`config.mk`:
```
export PLATFORM = sky130hd
export DESIGN_NAME = sprite_frame_sequencer
export DESIGN_NICKNAME = d
export VERILOG_FILES = /design/src/design/sfs_pkg.sv /design/src/design/sfs_div.sv /design/src/design/sfs_queue.sv /design/src/design/sfs_front.sv /design/src/design/sfs_back.sv /design/src/design/sprite_frame_sequencer.sv
export SDC_FILE = /design/constraint.sdc
export NUM_CORES = 1
export LEC_CHECK = 0
export BUFFER_PORTS_ARGS = -buffer_cell sky130_fd_sc_hd__buf_2
export CAP_MARGIN = 0
export CELL_PAD_IN_SITES_DETAIL_PLACEMENT = 0
export CELL_PAD_IN_SITES_GLOBAL_PLACEMENT = 1
export CORE_ASPECT_RATIO = 1.5
export CORE_MARGIN = 2
export CORE_UTILIZATION = 50
export DETAILED_ROUTE_END_ITERATION = 10
export PLACE_DENSITY_LB_ADDON = 0.1
export RECOVER_POWER = 100
export SETUP_SLACK_MARGIN = 0.1
export SYNTH_ARGS = -nofsm -noshare
export SYNTH_HDL_FRONTEND = slang
export SYNTH_SLANG_ARGS = --single-unit
```
`constraint.sdc`:
```
create_clock -name i_clk -period 8.1 [get_ports i_clk]
set_input_delay 1.215 -clock i_clk [delete_from_list [all_inputs] [get_ports i_clk]]
set_output_delay 1.215 -clock i_clk [all_outputs]
set_load 0.03 [all_outputs]
```
`src/design/sfs_pkg.sv`:
```
// Shared constants, codes and types of the sprite frame sequencer.
`default_nettype none

package sfs_pkg;

    localparam int FRAME_MAX_DEF = 256;
    localparam int FRAC_BITS_DEF = 16;
    localparam int MAX_CROSS     = 64;
    localparam int LEFT_W        = 7;
    localparam int QUEUE_DEPTH   = 2;

    localparam int FUNC_W      = 3;
    localparam int PSTEP_W     = 22;
    localparam int PSTEP_LSB   = 0;
    localparam int TGT_W       = 16;
    localparam int TGT_LSB     = 22;
    localparam int IN_TDATA_W  = 40;
    localparam int IN_TUSER_W  = 3;
    localparam int OUT_TDATA_W = 48;
    localparam int OUT_TUSER_W = 2;
    localparam int OUT_PAD_W   = 5;
    localparam int FRAME_OUT_W = 8;
    localparam int COORD_W     = 16;

    localparam int CFG_IDX_W  = 3;
    localparam int CFG_DATA_W = 13;
    localparam int COUNT_W    = 9;
    localparam int MODE_W     = 2;
    localparam int COLS_W     = 9;
    localparam int STRIDE_W   = 13;
    localparam int PAD_W      = 12;

    localparam logic [MODE_W-1:0] MODE_LOOP     = 2'd0;
    localparam logic [MODE_W-1:0] MODE_ONCE     = 2'd1;
    localparam logic [MODE_W-1:0] MODE_PINGPONG = 2'd2;

    typedef enum logic [CFG_IDX_W-1:0] {
        CFG_FRAME_COUNT   = 3'd0,
        CFG_PLAY_MODE     = 3'd1,
        CFG_SHEET_COLUMNS = 3'd2,
        CFG_STRIDE_X      = 3'd3,
        CFG_STRIDE_Y      = 3'd4,
        CFG_PAD_X         = 3'd5,
        CFG_PAD_Y         = 3'd6
    } t_cfg_idx;

    typedef enum logic [FUNC_W-1:0] {
        OP_TICK    = 3'd0,
        OP_RESTART = 3'd1,
        OP_RESUME  = 3'd2,
        OP_STOP    = 3'd3,
        OP_REWIND  = 3'd4,
        OP_SEEK    = 3'd5
    } t_op;

    typedef struct packed {
        logic [COUNT_W-1:0]  frame_count;
        logic [MODE_W-1:0]   play_mode;
        logic [COLS_W-1:0]   sheet_columns;
        logic [STRIDE_W-1:0] stride_x;
        logic [STRIDE_W-1:0] stride_y;
        logic [PAD_W-1:0]    pad_x;
        logic [PAD_W-1:0]    pad_y;
    } t_cfg;

endpackage

`default_nettype wire

```
`src/design/sfs_div.sv`:
```
// Restoring divider, one quotient bit per cycle.
`default_nettype none

module sfs_div #(
    parameter int N_W = 8,
    parameter int D_W = 9
) (
    input  wire logic           i_clk,
    input  wire logic           i_rst_n,
    input  wire logic           i_start,
    input  wire logic [N_W-1:0] i_num,
    input  wire logic [D_W-1:0] i_den,
    output logic                o_done,
    output logic [N_W-1:0]      o_quot,
    output logic [D_W-1:0]      o_rem
);

    localparam int CNT_W = $clog2(N_W + 1);

    logic             r_busy, n_busy;
    logic             r_done, n_done;
    logic [CNT_W-1:0] r_cnt, n_cnt;
    logic [N_W-1:0]   r_q, n_q;
    logic [D_W-1:0]   r_rem, n_rem;
    logic [D_W-1:0]   r_den, n_den;

    logic [D_W:0] rem_sh;
    logic [D_W:0] rem_sub;
    logic         ge;

    assign rem_sh  = {r_rem, r_q[N_W-1]};
    assign rem_sub = rem_sh - {1'b0, r_den};
    assign ge      = rem_sh >= {1'b0, r_den};

    always_comb begin
        n_busy = r_busy;
        n_done = 1'b0;
        n_cnt  = r_cnt;
        n_q    = r_q;
        n_rem  = r_rem;
        n_den  = r_den;
        if (i_start) begin
            n_busy = 1'b1;
            n_cnt  = CNT_W'(N_W);
            n_q    = i_num;
            n_rem  = '0;
            n_den  = i_den;
        end else if (r_busy) begin
            n_rem = ge ? rem_sub[D_W-1:0] : rem_sh[D_W-1:0];
            n_q   = (r_q << 1) | N_W'(ge);
            n_cnt = r_cnt - CNT_W'(1);
            if (r_cnt == CNT_W'(1)) begin
                n_busy = 1'b0;
                n_done = 1'b1;
            end
        end
    end

    always_ff @(posedge i_clk) begin
        if (!i_rst_n) begin
            r_busy <= 1'b0;
            r_done <= 1'b0;
            r_cnt  <= '0;
        end else begin
            r_busy <= n_busy;
            r_done <= n_done;
            r_cnt  <= n_cnt;
        end
        r_q   <= n_q;
        r_rem <= n_rem;
        r_den <= n_den;
    end

    assign o_done = r_done;
    assign o_quot = r_q;
    assign o_rem  = r_rem;

endmodule

`default_nettype wire

```
`src/design/sfs_queue.sv`:
```
// Short register queue between the classifying front and the executing back.
`default_nettype none

module sfs_queue #(
    parameter int WIDTH = 8,
    parameter int DEPTH = 2
) (
    input  wire logic             i_clk,
    input  wire logic             i_rst_n,
    input  wire logic             i_push,
    input  wire logic [WIDTH-1:0] i_data,
    output logic                  o_push_ready,
    input  wire logic             i_pop,
    output logic                  o_pop_valid,
    output logic [WIDTH-1:0]      o_data
);

    localparam int PTR_W = (DEPTH > 1) ? $clog2(DEPTH) : 1;
    localparam int FILL_W = $clog2(DEPTH + 1);

    logic [WIDTH-1:0]  r_mem [DEPTH];
    logic [PTR_W-1:0]  r_wr, n_wr;
    logic [PTR_W-1:0]  r_rd, n_rd;
    logic [FILL_W-1:0] r_fill, n_fill;

    logic do_push, do_pop;

    assign o_push_ready = r_fill != FILL_W'(DEPTH);
    assign o_pop_valid  = r_fill != '0;
    assign do_push      = i_push && o_push_ready;
    assign do_pop       = i_pop && o_pop_valid;
    assign o_data       = r_mem[r_rd];

    always_comb begin
        n_wr   = r_wr;
        n_rd   = r_rd;
        n_fill = r_fill;
        if (do_push) begin
            n_wr = (r_wr == PTR_W'(DEPTH - 1)) ? '0 : r_wr + PTR_W'(1);
        end
        if (do_pop) begin
            n_rd = (r_rd == PTR_W'(DEPTH - 1)) ? '0 : r_rd + PTR_W'(1);
        end
        if (do_push && !do_pop) begin
            n_fill = r_fill + FILL_W'(1);
        end else if (do_pop && !do_push) begin
            n_fill = r_fill - FILL_W'(1);
        end
    end

    always_ff @(posedge i_clk) begin
        if (!i_rst_n) begin
            r_wr   <= '0;
            r_rd   <= '0;
            r_fill <= '0;
        end else begin
            r_wr   <= n_wr;
            r_rd   <= n_rd;
            r_fill <= n_fill;
        end
        if (do_push) begin
            r_mem[r_wr] <= i_data;
        end
    end

endmodule

`default_nettype wire

```
`src/design/sfs_front.sv`:
```
// Input stage: takes beats, drops unknown codes, clamps the seek target.
`default_nettype none

module sfs_front #(
    parameter int FI_W  = 8,
    parameter int CNT_W = 9
) (
    input  wire logic                            i_clk,
    input  wire logic                            i_rst_n,
    input  wire logic                            i_s_tvalid,
    output logic                                 o_s_tready,
    input  wire logic [sfs_pkg::IN_TDATA_W-1:0]  i_s_tdata,
    input  wire logic [sfs_pkg::IN_TUSER_W-1:0]  i_s_tuser,
    input  wire logic [CNT_W-1:0]                i_cnt,
    input  wire logic                            i_push_ready,
    output logic                                 o_push,
    output sfs_pkg::t_op                         o_op,
    output logic [sfs_pkg::PSTEP_W-1:0]          o_step,
    output logic [FI_W-1:0]                      o_seek
);

    localparam int CMP_W = sfs_pkg::TGT_W + 1;

    logic                         r_valid;
    sfs_pkg::t_op                 r_op;
    logic [sfs_pkg::PSTEP_W-1:0]  r_step;
    logic [FI_W-1:0]              r_seek;

    logic                         accept;
    logic                         known;
    logic [sfs_pkg::TGT_W-1:0]    tgt;
    logic [CMP_W-1:0]             tgt_e;
    logic [CMP_W-1:0]             cnt_e;
    logic [CNT_W-1:0]             cnt_m1;
    logic [FI_W-1:0]              seek;

    assign o_s_tready = !r_valid || i_push_ready;
    assign accept     = i_s_tvalid && o_s_tready;
    assign tgt        = i_s_tdata[sfs_pkg::TGT_LSB +: sfs_pkg::TGT_W];
    assign tgt_e      = {1'b0, tgt};
    assign cnt_e      = CMP_W'(i_cnt);
    assign cnt_m1     = i_cnt - CNT_W'(1);

    always_comb begin
        unique case (i_s_tuser) inside
            sfs_pkg::OP_TICK, sfs_pkg::OP_RESTART, sfs_pkg::OP_RESUME,
            sfs_pkg::OP_STOP, sfs_pkg::OP_REWIND, sfs_pkg::OP_SEEK: known = 1'b1;
            default: known = 1'b0;
        endcase
    end

    always_comb begin
        if (i_cnt == '0 || tgt[sfs_pkg::TGT_W-1]) begin
            seek = '0;
        end else if (tgt_e >= cnt_e) begin
            seek = cnt_m1[FI_W-1:0];
        end else begin
            seek = tgt[FI_W-1:0];
        end
    end

    always_ff @(posedge i_clk) begin
        if (!i_rst_n) begin
            r_valid <= 1'b0;
        end else if (accept) begin
            r_valid <= known;
        end else if (i_push_ready) begin
            r_valid <= 1'b0;
        end
        if (accept) begin
            r_op   <= sfs_pkg::t_op'(i_s_tuser);
            r_step <= i_s_tdata[sfs_pkg::PSTEP_LSB +: sfs_pkg::PSTEP_W];
            r_seek <= seek;
        end
    end

    assign o_push = r_valid;
    assign o_op   = r_op;
    assign o_step = r_step;
    assign o_seek = r_seek;

endmodule

`default_nettype wire

```
`src/design/sfs_back.sv`:
```
// Execution stage: playback state, frame stepping, sheet position and result register.
`default_nettype none

module sfs_back #(
    parameter int FI_W      = 8,
    parameter int CNT_W     = 9,
    parameter int FRAC_BITS = 16
) (
    input  wire logic                            i_clk,
    input  wire logic                            i_rst_n,
    input  wire logic                            i_pop_valid,
    output logic                                 o_pop,
    input  wire sfs_pkg::t_op                    i_op,
    input  wire logic [sfs_pkg::PSTEP_W-1:0]     i_step,
    input  wire logic [FI_W-1:0]                 i_seek,
    input  wire logic [CNT_W-1:0]                i_cnt,
    input  wire sfs_pkg::t_cfg                   i_cfg,
    input  wire logic                            i_cols_wr,
    output logic                                 o_m_tvalid,
    input  wire logic                            i_m_tready,
    output logic [sfs_pkg::OUT_TDATA_W-1:0]      o_m_tdata,
    output logic [sfs_pkg::OUT_TUSER_W-1:0]      o_m_tuser,
    output logic                                 o_m_tlast
);

    localparam int STEP_W = sfs_pkg::PSTEP_W;
    localparam int TOT_W  = ((FRAC_BITS > STEP_W) ? FRAC_BITS : STEP_W) + 1;
    localparam int WH_W   = TOT_W - FRAC_BITS;
    localparam int CW     = (WH_W > sfs_pkg::LEFT_W) ? WH_W : sfs_pkg::LEFT_W;
    localparam int LW     = sfs_pkg::LEFT_W;
    localparam int COL_W  = sfs_pkg::COLS_W;
    localparam int RX_W   = COL_W + sfs_pkg::STRIDE_W;
    localparam int RY_W   = FI_W + sfs_pkg::STRIDE_W;
    localparam int SX_W   = (RX_W + 1 > 17) ? RX_W + 1 : 17;
    localparam int SY_W   = (RY_W + 1 > 17) ? RY_W + 1 : 17;
    localparam int FE_W   = CNT_W + 1;

    typedef enum logic [5:0] {
        S_IDLE = 6'b000001,
        S_STEP = 6'b000010,
        S_FIX  = 6'b000100,
        S_DIV  = 6'b001000,
        S_EMIT = 6'b010000,
        S_OUT  = 6'b100000
    } t_state;

    t_state                 r_state, n_state;
    logic [FI_W-1:0]        r_frame, n_frame;
    logic                   r_dir, n_dir;
    logic [FRAC_BITS-1:0]   r_frac, n_frac;
    logic                   r_run, n_run;
    logic [COL_W-1:0]       r_col, n_col;
    logic [FI_W-1:0]        r_row, n_row;
    logic                   r_ok, n_ok;
    logic [LW-1:0]          r_left, n_left;
    logic                   r_ev, n_ev;
    logic                   r_fin, n_fin;
    logic                   r_last, n_last;
    logic [RX_W-1:0]        r_px, n_px;
    logic [RY_W-1:0]        r_py, n_py;
    logic                   r_m_valid, n_m_valid;
    logic [sfs_pkg::OUT_TDATA_W-1:0] r_m_data, n_m_data;
    logic [sfs_pkg::OUT_TUSER_W-1:0] r_m_user, n_m_user;
    logic                   r_m_last, n_m_last;

    logic                   cnt_nz;
    logic                   mode_pp, mode_once;
    logic [FE_W-1:0]        frame_e, cnt_e, cm1_e, inc_e, dec_e;
    logic [FI_W-1:0]        cm1;
    logic [FI_W-1:0]        st_frame;
    logic                   st_dir, st_run, st_fin;
    logic [TOT_W-1:0]       total;
    logic [CW-1:0]          whole_e;
    logic [LW-1:0]          whole_cap;
    logic [FI_W-1:0]        nf;
    logic [FI_W:0]          nf_e;
    logic [COL_W:0]         col_inc;
    logic [COL_W-1:0]       pos_col;
    logic [FI_W-1:0]        pos_row;
    logic                   pos_ok;
    logic                   coords_ok;
    logic [SX_W-1:0]        sum_x;
    logic [SY_W-1:0]        sum_y;
    logic [sfs_pkg::COORD_W-1:0] x_out, y_out;
    logic                   div_start, div_done;
    logic [FI_W-1:0]        div_quot;
    logic [COL_W-1:0]       div_rem;
    logic                   out_free;

    assign cnt_nz    = i_cnt != '0;
    assign mode_pp   = i_cfg.play_mode == sfs_pkg::MODE_PINGPONG;
    assign mode_once = i_cfg.play_mode == sfs_pkg::MODE_ONCE;
    assign frame_e   = FE_W'(r_frame);
    assign cnt_e     = FE_W'(i_cnt);
    assign cm1_e     = cnt_e - FE_W'(1);
    assign cm1       = cm1_e[FI_W-1:0];
    assign inc_e     = frame_e + FE_W'(1);
    assign dec_e     = frame_e - FE_W'(1);
    assign coords_ok = (i_cfg.sheet_columns != '0) && cnt_nz;
    assign out_free  = !r_m_valid || i_m_tready;

    // One crossing in the current play mode.
    always_comb begin
        st_frame = r_frame;
        st_dir   = r_dir;
        st_run   = r_run;
        st_fin   = 1'b0;
        if (mode_pp) begin
            if (!r_dir) begin
                if (inc_e >= cm1_e) begin
                    st_frame = cm1;
                    st_dir   = 1'b1;
                end else begin
                    st_frame = inc_e[FI_W-1:0];
                end
            end else if (r_frame == '0) begin
                st_frame = '0;
                st_dir   = 1'b0;
            end else if (dec_e >= cm1_e) begin
                st_frame = cm1;
                st_dir   = 1'b1;
            end else if (dec_e == '0) begin
                st_frame = '0;
                st_dir   = 1'b0;
            end else begin
                st_frame = dec_e[FI_W-1:0];
            end
        end else if (inc_e >= cnt_e) begin
            if (mode_once) begin
                st_frame = cm1;
                st_run   = 1'b0;
                st_fin   = 1'b1;
            end else begin
                st_frame = '0;
            end
        end else begin
            st_frame = inc_e[FI_W-1:0];
        end
    end

    assign total     = TOT_W'(r_frac) + TOT_W'(i_step);
    assign whole_e   = CW'(total[TOT_W-1:FRAC_BITS]);
    assign whole_cap = (whole_e > CW'(sfs_pkg::MAX_CROSS)) ? LW'(sfs_pkg::MAX_CROSS)
                                                           : whole_e[LW-1:0];

    // New frame for the position tracker.
    always_comb begin
        nf = r_frame;
        if (r_state == S_STEP) begin
            nf = st_frame;
        end else begin
            case (i_op)
                sfs_pkg::OP_RESTART, sfs_pkg::OP_REWIND: nf = '0;
                sfs_pkg::OP_SEEK: nf = i_seek;
                default: nf = r_frame;
            endcase
        end
    end

    // Column and row follow single steps and a jump to frame 0; any other jump needs a divide.
    assign nf_e    = {1'b0, nf};
    assign col_inc = {1'b0, r_col} + (COL_W + 1)'(1);

    always_comb begin
        pos_col = r_col;
        pos_row = r_row;
        pos_ok  = r_ok;
        if (nf == '0) begin
            pos_col = '0;
            pos_row = '0;
            pos_ok  = 1'b1;
        end else if (nf == r_frame) begin
            pos_ok = r_ok;
        end else if (nf_e == {1'b0, r_frame} + (FI_W + 1)'(1)) begin
            if (col_inc == {1'b0, i_cfg.sheet_columns}) begin
                pos_col = '0;
                pos_row = r_row + FI_W'(1);
            end else begin
                pos_col = col_inc[COL_W-1:0];
            end
        end else if (nf_e == {1'b0, r_frame} - (FI_W + 1)'(1)) begin
            if (r_col == '0) begin
                pos_col = i_cfg.sheet_columns - COL_W'(1);
                pos_row = r_row - FI_W'(1);
            end else begin
                pos_col = r_col - COL_W'(1);
            end
        end else begin
            pos_ok = 1'b0;
        end
    end

    assign div_start = (r_state == S_FIX) && !r_ok && (i_cfg.sheet_columns != '0);

    sfs_div #(
        .N_W (FI_W),
        .D_W (COL_W)
    ) u_div (
        .i_clk   (i_clk),
        .i_rst_n (i_rst_n),
        .i_start (div_start),
        .i_num   (r_frame),
        .i_den   (i_cfg.sheet_columns),
        .o_done  (div_done),
        .o_quot  (div_quot),
        .o_rem   (div_rem)
    );

    assign sum_x = SX_W'(r_px) + SX_W'(i_cfg.pad_x);
    assign sum_y = SY_W'(r_py) + SY_W'(i_cfg.pad_y);
    assign x_out = !coords_ok ? '0 :
                   (sum_x > SX_W'(16'hFFFF)) ? 16'hFFFF : sum_x[sfs_pkg::COORD_W-1:0];
    assign y_out = !coords_ok ? '0 :
                   (sum_y > SY_W'(16'hFFFF)) ? 16'hFFFF : sum_y[sfs_pkg::COORD_W-1:0];

    always_comb begin
        n_state   = r_state;
        n_frame   = r_frame;
        n_dir     = r_dir;
        n_frac    = r_frac;
        n_run     = r_run;
        n_col     = r_col;
        n_row     = r_row;
        n_ok      = r_ok;
        n_left    = r_left;
        n_ev      = r_ev;
        n_fin     = r_fin;
        n_last    = r_last;
        n_px      = r_px;
        n_py      = r_py;
        n_m_valid = r_m_valid && !i_m_tready;
        n_m_data  = r_m_data;
        n_m_user  = r_m_user;
        n_m_last  = r_m_last;
        o_pop     = 1'b0;

        unique case (r_state)
            S_IDLE: begin
                if (i_pop_valid) begin
                    o_pop  = 1'b1;
                    n_ev   = 1'b0;
                    n_fin  = 1'b0;
                    n_last = 1'b1;
                    n_frame = nf;
                    n_col   = pos_col;
                    n_row   = pos_row;
                    n_ok    = pos_ok;
                    n_state = S_FIX;
                    case (i_op)
                        sfs_pkg::OP_TICK: begin
                            n_state = S_IDLE;
                            if (r_run && cnt_nz) begin
                                n_frac = total[FRAC_BITS-1:0];
                                if (whole_cap != '0 && !(mode_pp && cnt_e <= FE_W'(1))) begin
                                    n_left  = whole_cap;
                                    n_state = S_STEP;
                                end
                            end
                        end
                        sfs_pkg::OP_RESTART: begin
                            n_dir  = 1'b0;
                            n_frac = '0;
                            n_run  = cnt_nz;
                        end
                        sfs_pkg::OP_RESUME: n_run = cnt_nz;
                        sfs_pkg::OP_STOP:   n_run = 1'b0;
                        sfs_pkg::OP_REWIND: begin
                            n_dir  = 1'b0;
                            n_frac = '0;
                        end
                        default: ;
                    endcase
                end
            end
            S_STEP: begin
                n_frame = st_frame;
                n_dir   = st_dir;
                n_run   = st_run;
                n_col   = pos_col;
                n_row   = pos_row;
                n_ok    = pos_ok;
                n_ev    = !st_fin;
                n_fin   = st_fin;
                n_last  = (r_left == LW'(1)) || st_fin;
                n_left  = r_left - LW'(1);
                n_state = S_FIX;
            end
            S_FIX: begin
                n_state = div_start ? S_DIV : S_EMIT;
            end
            S_DIV: begin
                if (div_done) begin
                    n_col   = div_rem;
                    n_row   = div_quot;
                    n_ok    = 1'b1;
                    n_state = S_EMIT;
                end
            end
            S_EMIT: begin
                n_px    = RX_W'(r_col) * RX_W'(i_cfg.stride_x);
                n_py    = RY_W'(r_row) * RY_W'(i_cfg.stride_y);
                n_state = S_OUT;
            end
            S_OUT: begin
                if (out_free) begin
                    n_m_valid = 1'b1;
                    n_m_data  = {{sfs_pkg::OUT_PAD_W{1'b0}}, r_dir, r_run, coords_ok,
                                 y_out, x_out, sfs_pkg::FRAME_OUT_W'(r_frame)};
                    n_m_user  = {r_fin, r_ev};
                    n_m_last  = r_last;
                    n_state   = r_last ? S_IDLE : S_STEP;
                end
            end
            default: n_state = S_IDLE;
        endcase

        if (i_cols_wr) begin
            n_ok = 1'b0;
        end
    end

    always_ff @(posedge i_clk) begin
        if (!i_rst_n) begin
            r_state   <= S_IDLE;
            r_frame   <= '0;
            r_dir     <= 1'b0;
            r_frac    <= '0;
            r_run     <= 1'b0;
            r_col     <= '0;
            r_row     <= '0;
            r_ok      <= 1'b1;
            r_left    <= '0;
            r_m_valid <= 1'b0;
        end else begin
            r_state   <= n_state;
            r_frame   <= n_frame;
            r_dir     <= n_dir;
            r_frac    <= n_frac;
            r_run     <= n_run;
            r_col     <= n_col;
            r_row     <= n_row;
            r_ok      <= n_ok;
            r_left    <= n_left;
            r_m_valid <= n_m_valid;
        end
        r_ev     <= n_ev;
        r_fin    <= n_fin;
        r_last   <= n_last;
        r_px     <= n_px;
        r_py     <= n_py;
        r_m_data <= n_m_data;
        r_m_user <= n_m_user;
        r_m_last <= n_m_last;
    end

    assign o_m_tvalid = r_m_valid;
    assign o_m_tdata  = r_m_data;
    assign o_m_tuser  = r_m_user;
    assign o_m_tlast  = r_m_last;

endmodule

`default_nettype wire

```
`src/design/sprite_frame_sequencer.sv`:
```
// Sprite frame sequencer top level: configuration registers, front, queue and back.
//
//  channel   dir  handshake              payload
//  s (cmd)   in   i_s_tvalid/o_s_tready  tdata: phase_step, target_frame; tuser: func
//  m (res)   out  o_m_tvalid/i_m_tready  tdata: frame, x, y, flags; tuser: event, finish
//  cfg       in   i_cfg_we               i_cfg_idx, i_cfg_data
//
//  A command beat passes the front register and the queue before the back pops it. Each
//  result of a tick then passes the step, fix, multiply and output register states, the
//  last waiting on i_m_tready, up to 64 results; after a seek, a clamp or a column write,
//  the first result also waits on the bit-serial divider. Synchronous active-low reset, no
//  clearing pass. The queue lets the front take beats while the back waits on i_m_tready.
`default_nettype none

module sprite_frame_sequencer #(
    parameter int FRAME_MAX = sfs_pkg::FRAME_MAX_DEF,
    parameter int FRAC_BITS = sfs_pkg::FRAC_BITS_DEF
) (
    input  wire logic                              i_clk,
    input  wire logic                              i_rst_n,
    input  wire logic                              i_s_tvalid,
    output logic                                   o_s_tready,
    // phase_step[21:0], target_frame[37:22], zero fill
    input  wire logic [sfs_pkg::IN_TDATA_W-1:0]    i_s_tdata,
    // func[2:0]
    input  wire logic [sfs_pkg::IN_TUSER_W-1:0]    i_s_tuser,
    output logic                                   o_m_tvalid,
    input  wire logic                              i_m_tready,
    // cur_frame[7:0], src_x[23:8], src_y[39:24], coords_valid[40],
    // is_playing[41], going_back[42], zero fill
    output logic [sfs_pkg::OUT_TDATA_W-1:0]        o_m_tdata,
    // frame_event[0], clip_finished[1]
    output logic [sfs_pkg::OUT_TUSER_W-1:0]        o_m_tuser,
    output logic                                   o_m_tlast,
    input  wire logic                              i_cfg_we,
    input  wire logic [sfs_pkg::CFG_IDX_W-1:0]     i_cfg_idx,
    input  wire logic [sfs_pkg::CFG_DATA_W-1:0]    i_cfg_data
);

    localparam int FI_W  = $clog2(FRAME_MAX);
    localparam int CNT_W = $clog2(FRAME_MAX + 1);
    localparam int EW    = (CNT_W > sfs_pkg::COUNT_W) ? CNT_W : sfs_pkg::COUNT_W;
    localparam int Q_W   = sfs_pkg::FUNC_W + sfs_pkg::PSTEP_W + FI_W;
    localparam logic [EW-1:0] FM_E = EW'(FRAME_MAX);

    sfs_pkg::t_cfg r_cfg, n_cfg;

    logic [EW-1:0]    fc_e;
    logic [CNT_W-1:0] cnt;
    logic             cols_wr;

    logic                        f_push, q_push_ready, q_pop_valid, q_pop;
    sfs_pkg::t_op                f_op, q_op;
    logic [sfs_pkg::PSTEP_W-1:0] f_step, q_step;
    logic [FI_W-1:0]             f_seek, q_seek;
    logic [Q_W-1:0]              q_din, q_dout;

    always_comb begin
        n_cfg = r_cfg;
        if (i_cfg_we) begin
            unique case (i_cfg_idx)
                sfs_pkg::CFG_FRAME_COUNT:
                    n_cfg.frame_count = i_cfg_data[sfs_pkg::COUNT_W-1:0];
                sfs_pkg::CFG_PLAY_MODE:
                    n_cfg.play_mode = i_cfg_data[sfs_pkg::MODE_W-1:0];
                sfs_pkg::CFG_SHEET_COLUMNS:
                    n_cfg.sheet_columns = i_cfg_data[sfs_pkg::COLS_W-1:0];
                sfs_pkg::CFG_STRIDE_X:
                    n_cfg.stride_x = i_cfg_data[sfs_pkg::STRIDE_W-1:0];
                sfs_pkg::CFG_STRIDE_Y:
                    n_cfg.stride_y = i_cfg_data[sfs_pkg::STRIDE_W-1:0];
                sfs_pkg::CFG_PAD_X:
                    n_cfg.pad_x = i_cfg_data[sfs_pkg::PAD_W-1:0];
                sfs_pkg::CFG_PAD_Y:
                    n_cfg.pad_y = i_cfg_data[sfs_pkg::PAD_W-1:0];
                default: ;
            endcase
        end
    end

    always_ff @(posedge i_clk) begin
        if (!i_rst_n) begin
            r_cfg <= '0;
        end else begin
            r_cfg <= n_cfg;
        end
    end

    assign cols_wr = i_cfg_we && (i_cfg_idx == sfs_pkg::CFG_SHEET_COLUMNS);
    assign fc_e    = EW'(r_cfg.frame_count);
    assign cnt     = (fc_e < FM_E) ? fc_e[CNT_W-1:0] : FM_E[CNT_W-1:0];

    sfs_front #(
        .FI_W  (FI_W),
        .CNT_W (CNT_W)
    ) u_front (
        .i_clk        (i_clk),
        .i_rst_n      (i_rst_n),
        .i_s_tvalid   (i_s_tvalid),
        .o_s_tready   (o_s_tready),
        .i_s_tdata    (i_s_tdata),
        .i_s_tuser    (i_s_tuser),
        .i_cnt        (cnt),
        .i_push_ready (q_push_ready),
        .o_push       (f_push),
        .o_op         (f_op),
        .o_step       (f_step),
        .o_seek       (f_seek)
    );

    assign q_din = {f_op, f_step, f_seek};

    sfs_queue #(
        .WIDTH (Q_W),
        .DEPTH (sfs_pkg::QUEUE_DEPTH)
    ) u_queue (
        .i_clk        (i_clk),
        .i_rst_n      (i_rst_n),
        .i_push       (f_push),
        .i_data       (q_din),
        .o_push_ready (q_push_ready),
        .i_pop        (q_pop),
        .o_pop_valid  (q_pop_valid),
        .o_data       (q_dout)
    );

    assign q_op   = sfs_pkg::t_op'(q_dout[Q_W-1 -: sfs_pkg::FUNC_W]);
    assign q_step = q_dout[FI_W +: sfs_pkg::PSTEP_W];
    assign q_seek = q_dout[FI_W-1:0];

    sfs_back #(
        .FI_W      (FI_W),
        .CNT_W     (CNT_W),
        .FRAC_BITS (FRAC_BITS)
    ) u_back (
        .i_clk       (i_clk),
        .i_rst_n     (i_rst_n),
        .i_pop_valid (q_pop_valid),
        .o_pop       (q_pop),
        .i_op        (q_op),
        .i_step      (q_step),
        .i_seek      (q_seek),
        .i_cnt       (cnt),
        .i_cfg       (r_cfg),
        .i_cols_wr   (cols_wr),
        .o_m_tvalid  (o_m_tvalid),
        .i_m_tready  (i_m_tready),
        .o_m_tdata   (o_m_tdata),
        .o_m_tuser   (o_m_tuser),
        .o_m_tlast   (o_m_tlast)
    );

endmodule

`default_nettype wire

```
# After elaboration in Yosys (flattened, before gate mapping)
# Memory sizes are Yosys's and may differ from the RTL's. A register that Yosys moved wholly into a read port is not among the register bits.
# Index checks and enable logic that the tools add are counted.
# classes
n_addsub	21
multipliers	2
n_lt_le_gt_ge	10
n_eq_ne	46
mux	106
bitwise	3
n_reduce_logical	65
# ops
cell	count
two-way mux 8 bit	21
two-way mux 9 bit	10
two-way mux 16 bit	3
two-way mux 1 bit	41
one-hot mux 6 bit (6 select lines)	1
two-way mux 7 bit	5
one-hot mux 16 bit (2 select lines)	1
one-hot mux 8 bit (2 select lines)	2
two-way mux 6 bit	5
one-hot mux 9 bit (3 select lines)	1
one-hot mux 8 bit (3 select lines)	1
adder 16 x 22 -> 23 bit	1
adder 22 x 12 -> 23 bit	1
> comparator 23 x 16 -> 1 bit (second input constant)	1
adder 21 x 12 -> 22 bit	1
> comparator 22 x 16 -> 1 bit (second input constant)	1
multiplier 9 x 13 -> 22 bit	1
equality test 3 bit (second input constant)	7
multiplier 8 x 13 -> 21 bit	1
greater-or-equal comparator 10 bit	2
adder 8 x 1 -> 9 bit (second input constant)	2
equality test 3 x 2 -> 1 bit (second input constant)	6
equality test 8 x 9 -> 1 bit	2
zero test 9 bit	2
other kinds (61)	134
# word_totals
register_bits	290
ram_bits	66
in_bits	64
output_inout_bits	53
elab_cells	294
memories	1
# memory_table
memory	words	word_bits	read_ports	rd_ports_with_merged_regs	write_ports	line_no	rtl
u_queue.r_mem	2	33	1	1	1	sfs_queue.sv:21	logic [WIDTH-1:0] r_mem [DEPTH];

# Depth between registers and ports, before layout
# Gate-level depths: netlist of run 1.
# depth
depth_word	17
depth_mapped	30
ltp_nobuf	26

# Hierarchy
# A second synthesis of run 1 with hierarchy kept.
# hier_totals
cells_unflattened	2649
hier_area_um2	26471.6
# by_module_without_submodules
mod	instances	cells_each	area_each_um2	seq_area_each_um2
sfs_back	1	2004	17824.6	3923.8
sfs_queue	1	127	2616.3	2082.0
sprite_frame_sequencer	1	255	2608.8	1401.3
sfs_div	1	157	1759.2	810.8
sfs_front	1	106	1662.8	1011.0

# Worst setup path after synthesis of run 1
# OpenSTA, ideal clock, no wires.
# synth_timing
kind	reg-to-reg
from	reg r_cfg (netlist bit fc_e[0])
to	reg u_back.r_row[7]
setup_ps	88
t_arrival_ps	6594
t_required_ps	8012
path_slack_ps	1418
path_stages_with_launch	29
path_buffers	4
synth_period_minus_slack_ps	6682
path_cell_list	dfxtp_1 > buf_6 > or4_4 > buf_6 > or2_4 > a21oi_4 > inv_1 > ha_1 > a2111oi_0 > o211ai_1 > a21o_1 > a311oi_1 > o22ai_1 > a311o_1 > or4_4 > or2_1 > buf_6 > buf_6 > ha_1 > a21o_1 > a21oi_1 > o21bai_1 > a21oi_1 > o21bai_1 > a21oi_1 > xor2_1 > xnor2_1 > a22oi_1 > a311oi_2
# synth_via
elab_chain_cells	16
word_cells_on_any_way	24
cone_classes	add/sub: 1; order compare: 4; eq/ne: 3; mux: 15; reduce/logical: 1
# synth_rtl
element	line_no	rtl
start, declared	sprite_frame_sequencer.sv:46	sfs_pkg::t_cfg r_cfg, n_cfg;
start signal, assigned	sprite_frame_sequencer.sv:85	r_cfg <= n_cfg;
< comparator 9 bit	sprite_frame_sequencer.sv:91	assign cnt = (fc_e < FM_E) ? fc_e[CNT_W-1:0] : FM_E[CNT_W-1:0];
two-way mux 9 bit *	sprite_frame_sequencer.sv:91	
subtractor 9 x 1 -> 10 bit	sfs_back.sv:95	assign cm1_e = cnt_e - FE_W'(1);
greater-or-equal comparator 10 bit	sfs_back.sv:119	end else if (dec_e >= cm1_e) begin
two-way mux 8 bit	sfs_back.sv:119	
two-way mux 8 bit	sfs_back.sv:116	end else if (r_frame == '0) begin
two-way mux 8 bit	sfs_back.sv:109	if (!r_dir) begin
two-way mux 8 bit *	sfs_back.sv:108	if (mode_pp) begin
two-way mux 8 bit *	sfs_back.sv:149	if (r_state == S_STEP) begin
equality test 8 x 9 -> 1 bit	sfs_back.sv:181	end else if (nf_e == {1'b0, r_frame} - (FI_W + 1)'(1)) begin
two-way mux 8 bit	sfs_back.sv:181	
two-way mux 8 bit	sfs_back.sv:174	end else if (nf_e == {1'b0, r_frame} + (FI_W + 1)'(1)) begin
two-way mux 8 bit	sfs_back.sv:172	end else if (nf == r_frame) begin
two-way mux 8 bit *	sfs_back.sv:168	if (nf == '0) begin
two-way mux 8 bit	sfs_back.sv:239	if (i_pop_valid) begin
one-hot mux 8 bit (3 select lines) *	sfs_back.sv:237	unique case (r_state)
end signal, assigned	sfs_back.sv:341	r_row <= n_row;
end, declared	sfs_back.sv:53	logic [FI_W-1:0] r_row, n_row;
# Every way passes the cells marked *; elsewhere a longest branch is shown, timed or not. The select of a mux whose other input is x is not followed.
# A chain may end at the register's enable or synchronous reset.

# Final worst setup path of run 1
# layout_timing
from	reg u_back.r_frame[2]
to	reg u_back.r_row[7]
# layout_via
elab_chain_cells	15
word_cells_on_any_way	28
cone_classes	add/sub: 4; order compare: 3; eq/ne: 3; mux: 15; reduce/logical: 3
# layout_rtl
element	line_no	rtl
start, declared	sfs_back.sv:48	logic [FI_W-1:0] r_frame, n_frame;
start signal, assigned	sfs_back.sv:336	r_frame <= n_frame;
branches (longest 12 deep; another with greater-or-equal comparator 10 bit)	--	
two-way mux 8 bit *	sfs_back.sv:168	
two-way mux 8 bit	sfs_back.sv:239	
one-hot mux 8 bit (3 select lines) *	sfs_back.sv:237	
# Every way passes the cells marked *. The select of a mux whose other input is x is not followed.

==> metrics.md, run 1 <==
| Metric | Value |
|---|---|
| Status | finished, violations left |
| Failing checks | max-capacitance violations, max-slew violations |
| Async SR Flop Fraction | 0% |
| Post-synthesis cell area | approximately 26,000 um^2 |
| Max frequency | between 0.1 and 0.15 GHz |
| Setup bufs post-CTS | 0 |
| Nature of the critical path startpoint | register |
| WL final | slightly above 70,000 um |
| 1st-pass router iterations | 6 |
| Clock Skew | 0.0271 ns |
| Final instance area | 28,500 um^2 |
| Final Cycle Share | 92.7% |
| Yosys cell types | between 90 and 100 |
| Starting Density | between 50% and 60% |
| Synthesized flop and latch total | 357 |
| Largest net degree at the start of global routing | between 90 and 100 |
| Count of final setup violators | 0 |
| Iter 0 DRT Violations | 1,143 |
| Number of global-route vias before repair | 20.9k |
| WHS Endpoint | u_back.o_m_tuser[0] |
| DRC Markers | 0 |
| Routed len/inst | 20.5 um |
| Post-synth top area share | 23.7% |
| Reg2reg start | u_back.r_frame[2] |
| Row cnt | 103 |
| CTS tree | built |
| Total power | between 6 and 7 mW |
| Initial antenna violation count | 4 |
| PortBufs | between 100 and 150 |
| Crit-path max FO | 6 |
| Slew headroom | -83.8% |
| Slew Limit Fails | 190 |
| Area leader, netlist | edfxtp_1 |
| Clk Latency, worst-skew pair | roughly 0.57 ns |
| Hold slack | 0.441 ns |
| Main area contributors after synthesis | edfxtp_1 (24%), dfxtp_1 (11%), fa_1 (11%), ha_1 (8.8%), nand2_1 (5.2%) |
| Ys flop type | edfxtp_1 |
| IO Count | between 100 and 150 |
| Fin crit period | approximately 7.5 ns |
| # nets final | roughly 3.2k |
| Die Y | about 290 um |
| Final hold violation count | 0 |
| Worst Path Required | 8.57 ns |
| CTS Root Cell | clkbuf_16 |
| Area Growth Syn to Fin | 8.10% |
| Syn avg cell area | 9.43 um^2 |
| Core Area | between 50,000 and 60,000 um^2 |
| Max_cap viols | 6 |
| PwrDens | ~230 nW/um^2 |
| Post-CTS Hold Fix Bufs | 0 |
| VDD IR max | 178 uV |
| WS Path Type | register to register |
| # resized after CTS | 0 |
| H-tree levels | 2 |
| Post-Syn Instances | 2,793 |
| YS warnings | 0 |
| Post-synth EDFFs | roughly 210 |
| Tot GR Track Use | 26.9% |
| Clock transition at the registers of the reported paths | approximately 0.07 ns |
| Reg2Reg Setup Slack | approximately 0.6 ns |
| GRT overflow | 0 |
| Post-synth top cells | nand2_1 (364), inv_1 (232), edfxtp_1 (208) |
| RSZ-0062 raised after global routing | no |
| Register-to-Register Path Depth | 24 |
| Clk sinks | 357 |
| Hold WC Path Type | register to register |
| Clock Path Buffers | 3 |
| Leak Pwr | around 12 nW |
| GPL Wtd Cong | 0.940 |
| Hold Crit Start | u_back.r_ev |
| Crit. End Element | register |
| Detailed placement HPWL | about 55,000 um |
| Share of cells above drive strength 1 | 7.39% |
| Seq/Total Area, Yosys | 35.1% |
| Via count | approximately 20k |
| Arrival @ worst endpoint | 7.98 ns |
| Least-Margin Pin Slew | about 2.8 ns |
| Hold path cells | 0 |
| Die ar. | 54,500 um^2 |
| Most common cell in the netlist | nand2_1 |
| Setup TNS | 0 ns |
| Vias per inst | about 5.8 |
| First-pass GRT wire length | approximately 110,000 um |
| Antenna viol nets, final | 0 |
| Post-DP Area | 27,400 um^2 |
| DIE WIDTH | 191 um |
| Worst R2R End | u_back.r_row[7] |
| Cts bufs inserted | 37 |
-- worst max-delay path, stage by stage (launching register included) --
cell and delay (ns):
dfxtp_1 0.32, or4_1 0.63, or4_1 0.45, xor2_1 0.24, inv_1 0.14, ha_1 0.30
a2111oi_0 0.69, o211ai_1 0.39, a21o_1 0.28, a311oi_1 0.56, o22ai_1 0.18, a311o_1 0.30
or4_4 0.59, or2_1 0.31, ha_1 0.29, a21o_1 0.17, a21oi_1 0.22, o21bai_1 0.09
a21oi_1 0.24, o21bai_1 0.10, a21oi_1 0.18, xor2_1 0.20, xnor2_1 0.14, a22oi_1 0.09
a311oi_2 0.30
-- worst max-delay path by stage --
stage | to | slack (ns) | startpoint
floorplan | u_back.r_row[7] | 1.42 | fc_e[0]
global placement | u_back.r_row[7] | 0.69 | u_back.r_frame[2]
finish | u_back.r_row[7] | 0.59 | u_back.r_frame[2]
detailed placement | u_back.r_row[7] | 0.66 | u_back.r_frame[2]
global route | u_back.r_row[7] | 0.14 | u_back.r_frame[4]
CTS | u_back.r_row[7] | 0.65 | u_back.r_frame[2]
-- registers in the layout, summed over array words and instances, names as in the netlist, 2 cells and up, named ones only --
register             flops
u_queue.r_mem           66
r_cfg                   61
u_back.o_m_tdata        43
u_back.r_px             22
u_front.o_step          22
u_back.r_py             21
u_back.r_frac           16
fc_e                     9
u_back.r_col             9
u_back.u_div.o_rem       9
u_back.u_div.r_den       9
u_back.r_frame           8
u_back.r_row             8
u_back.u_div.o_quot      8
u_front.o_seek           8
u_back.r_left            7
u_back.r_state           6
u_back.u_div.r_cnt       4
u_front.o_op             3
u_back.o_m_tuser         2
u_queue.r_fill           2
-- cell usage in the layout, fill, tap and decap left out, types with 94 or more instances in the layout --
cell      synthesis  layout
ha_1            185     185
nand2_1         364     364
nor2_1          183     183
and2_1          105      96
fa_1            149     149
o21ai_0          93      94
edfxtp_1        208     208
inv_1           232     231
a21oi_1         194     194
dfxtp_1         149     149
-- final cells by class --
class                   count  area, um^2
diodes                      2        5.00
clock buffers              51        1050
clock inverters            17         156
fillers                  4881       23900
inverters                 235         883
multi-input cells        2062       15600
flip-flops and latches    357        9230
well taps                 682         853
repair buffers            145         698
-- metal layers --
metal	part of all wire (%)	vias up	routed length (um)	global-route usage, %
met5	0.037	-	27	0
met4	4.2	4	3060	10.6
met3	3.9	139	2810	3.19
met2	54	488	39300	50.9
met1	38	10100	27500	30.3
li1	-	9824	-	-
-- metrics by stage --
step	cells	utilization, %	worst slack (ns)
floorplan	2797	-	1.42
global placement	3481	52.4	0.693
detailed placement	3481	52.4	0.659
CTS	3549	54.7	0.649
global route	3550	54.4	0.143
finish	3551	54.4	0.591
-- cells by family after synthesis --
group                    count (synthesis)  synth area share, %
flip-flops                             357                 35.1
multiplexers                            73                 2.98
other                                    1               0.0142
XOR/XNOR                               127                 4.23
adder cells (fa/ha/maj)                337                 20.2
AO/OA/AOI/OAI                          605                 15.3
buffers and inverters                  378                 5.68
AND/OR/NAND/NOR                        915                 16.5
-- where the power goes --
group / leakage [nW] / internal [mW] / switching, mW
logic: 8.25 / 0.984 / 1.52
registers: 3.13 / 2.07 / 0.320
clock network: 0.590 / 0.957 / 0.753
No activity file was read; power rests on OpenSTA's default activity.
==> run 2, diff against run 1 <==
--- a/constraint.sdc
+++ b/constraint.sdc
@@ -3,2 +3,2 @@
 set_output_delay 1.215 -clock i_clk [all_outputs]
-set_load 0.03 [all_outputs]
+set_load 0.005 [all_outputs]
==> run 2 against run 1 <==
Worst hold slack hardly changed. The flow still finishes with violations (max-capacitance violations, max-slew violations). Largest cell class unchanged. Critical path type unchanged. Core utilization is 0.067 points higher. Sequential cell count stayed put. Worst setup slack better by 0.011 ns. Global-route usage stayed put. Power hardly changed. Critical endpoint unchanged. Non-clock buffer count stayed put.
==> metrics.md, run 2 (same netlist as run 1, synthesis figures left out) <==
| Metric | Value |
|---|---|
| Status | finished, violations left |
| Failing checks | max-capacitance violations, max-slew violations |
| Slew headroom | -84.0% (-0.23 points) |
| Fill count | 4,877 (-0.082%) |
| VDD IR max | 178 uV (about the same) |
| RSZ-0062 raised after global routing | no |
| PortBufs | 109 (unchanged) |
| Hold WC Path Type | register to register |
| WL final | 72,600 um (-0.15%) |
| Vias per inst | 5.79 (+0.18%) |
| Initial antenna violation count | 4 (unchanged) |
| Total power | 6.60 mW (about the same) |
| Slowest-stage cell, CP | a2111oi_0 |
| Max reg flops | 66 (unchanged) |
| H-tree levels | 2 (unchanged) |
| Tot GR Track Use | 26.9% (unchanged) |
| Fin crit period | 7.50 ns (-0.0114 ns) |
| Routed len/inst | 20.4 um (-0.13%) |
| Max frequency | 0.133 GHz (+0.15%) |
| Setup TNS | 0 ns (unchanged) |
| Final hold violation count | 0 (unchanged) |
| Antenna viol nets, final | 0 (unchanged) |
| Row cnt | 103 (unchanged) |
| Iter 0 DRT Violations | 1,132 (-0.96%) |
| Least-Margin Pin Slew | 2.76 ns (+0.00343 ns) |
| Worst Path Required | 8.57 ns (about the same) |
| Arrival @ worst endpoint | 7.97 ns (about the same) |
| Core Area | 52,300 um^2 (unchanged) |
| Met1 Track Usage GR | 30.3% (unchanged) |
| Crit-path max FO | 6 (unchanged) |
| Worst path max stage delay | 0.68 ns (about the same) |
| Slew Limit Fails | 190 (unchanged) |
| Share of cells above drive strength 1 | 8.44% (+1.0 points) |
| # resized after CTS | 0 (unchanged) |
| Cts bufs inserted | 37 (unchanged) |
| GR met2 Demand/Resource | 50.9% (unchanged) |
| Most common cell after layout, fill and taps aside | nand2_1 |
| Leak Pwr | 12.0 nW (+0.70%) |
| PwrDens | 232 nW/um^2 (-0.16%) |
| WS Path Type | register to register |
| Nature of the critical path startpoint | register |
| Largest net degree at the start of global routing | 91 (unchanged) |
| IO Count | 117 (unchanged) |
| CP cell instances | or4_1 -> or4_1 -> xor2_1 -> inv_1 -> ha_1 -> a2111oi_0 -> o211ai_1 -> a21o_1 -> a311oi_1 -> o22ai_1 -> a311o_1 -> or4_4 -> or2_1 -> ha_1 -> a21o_1 -> a21oi_1 -> o21bai_1 -> a21oi_1 -> o21bai_1 -> a21oi_1 -> xor2_1 -> xnor2_1 -> a22oi_1 -> a311oi_2 |
| DRC Markers | 0 (unchanged) |
| Hold path cells | 0 (unchanged) |
| PnR worst setup slack | 0.603 ns (+0.0114 ns) |
| Final Cycle Share | 92.6% (-0.14 points) |
| DIE WIDTH | 191 um (unchanged) |
| GPL Wtd Cong | 0.940 (unchanged) |
| Clk sinks | 357 (unchanged) |
| CTS Root Cell | clkbuf_16 |
| Reg with most FFs | u_queue.r_mem |
| Max_cap viols | 6 (unchanged) |
| 1st-pass router iterations | 5 (-1) |
| Register-to-Register Path Depth | 24 (unchanged) |
| CTS tree | built |
| Hold slack | 0.441 ns (-0.0000410 ns) |
| Clock transition at the registers of the reported paths | 0.07 ns (about the same) |
| First-pass GRT wire length | 115,000 um (unchanged) |
| GRT overflow | 0 (unchanged) |
| Worst slack, placed | 0.659 ns (unchanged) |
| Clock Skew | 0.0274 ns (+0.000319 ns) |
| Clk Latency, worst-skew pair | 0.57 ns (about the same) |
| Clock Path Buffers | 3 (unchanged) |
| Count of final setup violators | 0 (unchanged) |
| # nets final | 3,236 (unchanged) |
| Met3 usage | 3.19% (unchanged) |
| Die ar. | 54,500 um^2 (unchanged) |
| Detailed placement HPWL | 55,500 um (unchanged) |
| Crit. End Element | register |
| Number of global-route vias before repair | 20.9k (unchanged) |
| Final Core Density | 54.5% (+0.067 points) |
| Most frequent cells in the layout | nand2_1 (364), inv_1 (231), edfxtp_1 (208) |
| GRT busiest layer | met2 |
| Via count | 20.5k (+0.15%) |
| Area Growth Syn to Fin | 8.24% |
| Setup bufs post-CTS | 0 (unchanged) |
| Top cell by count, worst path | a21oi_1 |
| Starting Density | 50.3% (unchanged) |
| Post-CTS Hold Fix Bufs | 0 (unchanged) |
| Die Y | 285 um (unchanged) |
==> run 2: changes by cell type in the layout (fill, tap and decap cells not counted) <==
| cell | previous run | this run |
|---|---|---|
| clkbuf_1 | 75 | 45 |
| buf_2 | 54 | 84 |
| diode_2 | 2 | 1 |
==> run 2: layer usage <==
| metal | part of all wire (%) | wire, um | up-vias |
|---|---|---|---|
| met3 | 3.9 | 2860 | 148 |
| met1 | 38 | 27300 | 10100 |
| met5 | 0.056 | 41 | - |
| met4 | 4.3 | 3110 | 6 |
| met2 | 54 | 39300 | 513 |
| li1 | - | - | 9824 |
==> run 2: metrics by stage <==
step	instance area, um^2	std cells
floorplan	26300	2797
global placement	27400	3481
detailed placement	27400	3481
CTS	28600	3549
global route	28500	3550
finish	28500	3550
==> run 2: layout make-up <==
class	count	area [um^2]	area share [%]
Antenna cell	1	2.50	0.00878
Clock buffer	51	1050	3.70
Clock inverter	17	156	0.549
Inverter	235	883	3.10
Multi-Input combinational cell	2062	15600	54.7
Sequential cell	357	9230	32.4
Tap cell	682	853	2.99
Timing Repair Buffer	145	736	2.58
==> run 2: worst paths after layout <==
path	start	end	slack, ns
worst max-delay path	u_back.r_frame[2]	u_back.r_row[7]	0.60
worst min-delay path	u_back.r_ev	u_back.o_m_tuser[0]	0.44
worst max register to register	u_back.r_frame[2]	u_back.r_row[7]	0.60
worst min register to register	u_back.r_ev	u_back.o_m_tuser[0]	0.44
==> run 2: power by group <==
group / leakage, nW / total (mW) / internal (mW) / switching, mW
registers: 3.13 / 2.39 / 2.07 / 0.321
clock network: 0.590 / 1.71 / 0.957 / 0.753
logic: 8.33 / 2.50 / 0.984 / 1.52
==> run 2: worst max-delay path: cells and delay by family, from the launching register on <==
| family | cells | cell delay [ns] |
|---|---|---|
| flip-flops | 1 | 0.32 |
| XOR/XNOR | 3 | 0.58 |
| buffers and inverters | 1 | 0.15 |
| adder cells (fa/ha/maj) | 2 | 0.60 |
| AO/OA/AOI/OAI | 14 | 3.77 |
| AND/OR/NAND/NOR | 4 | 1.98 |
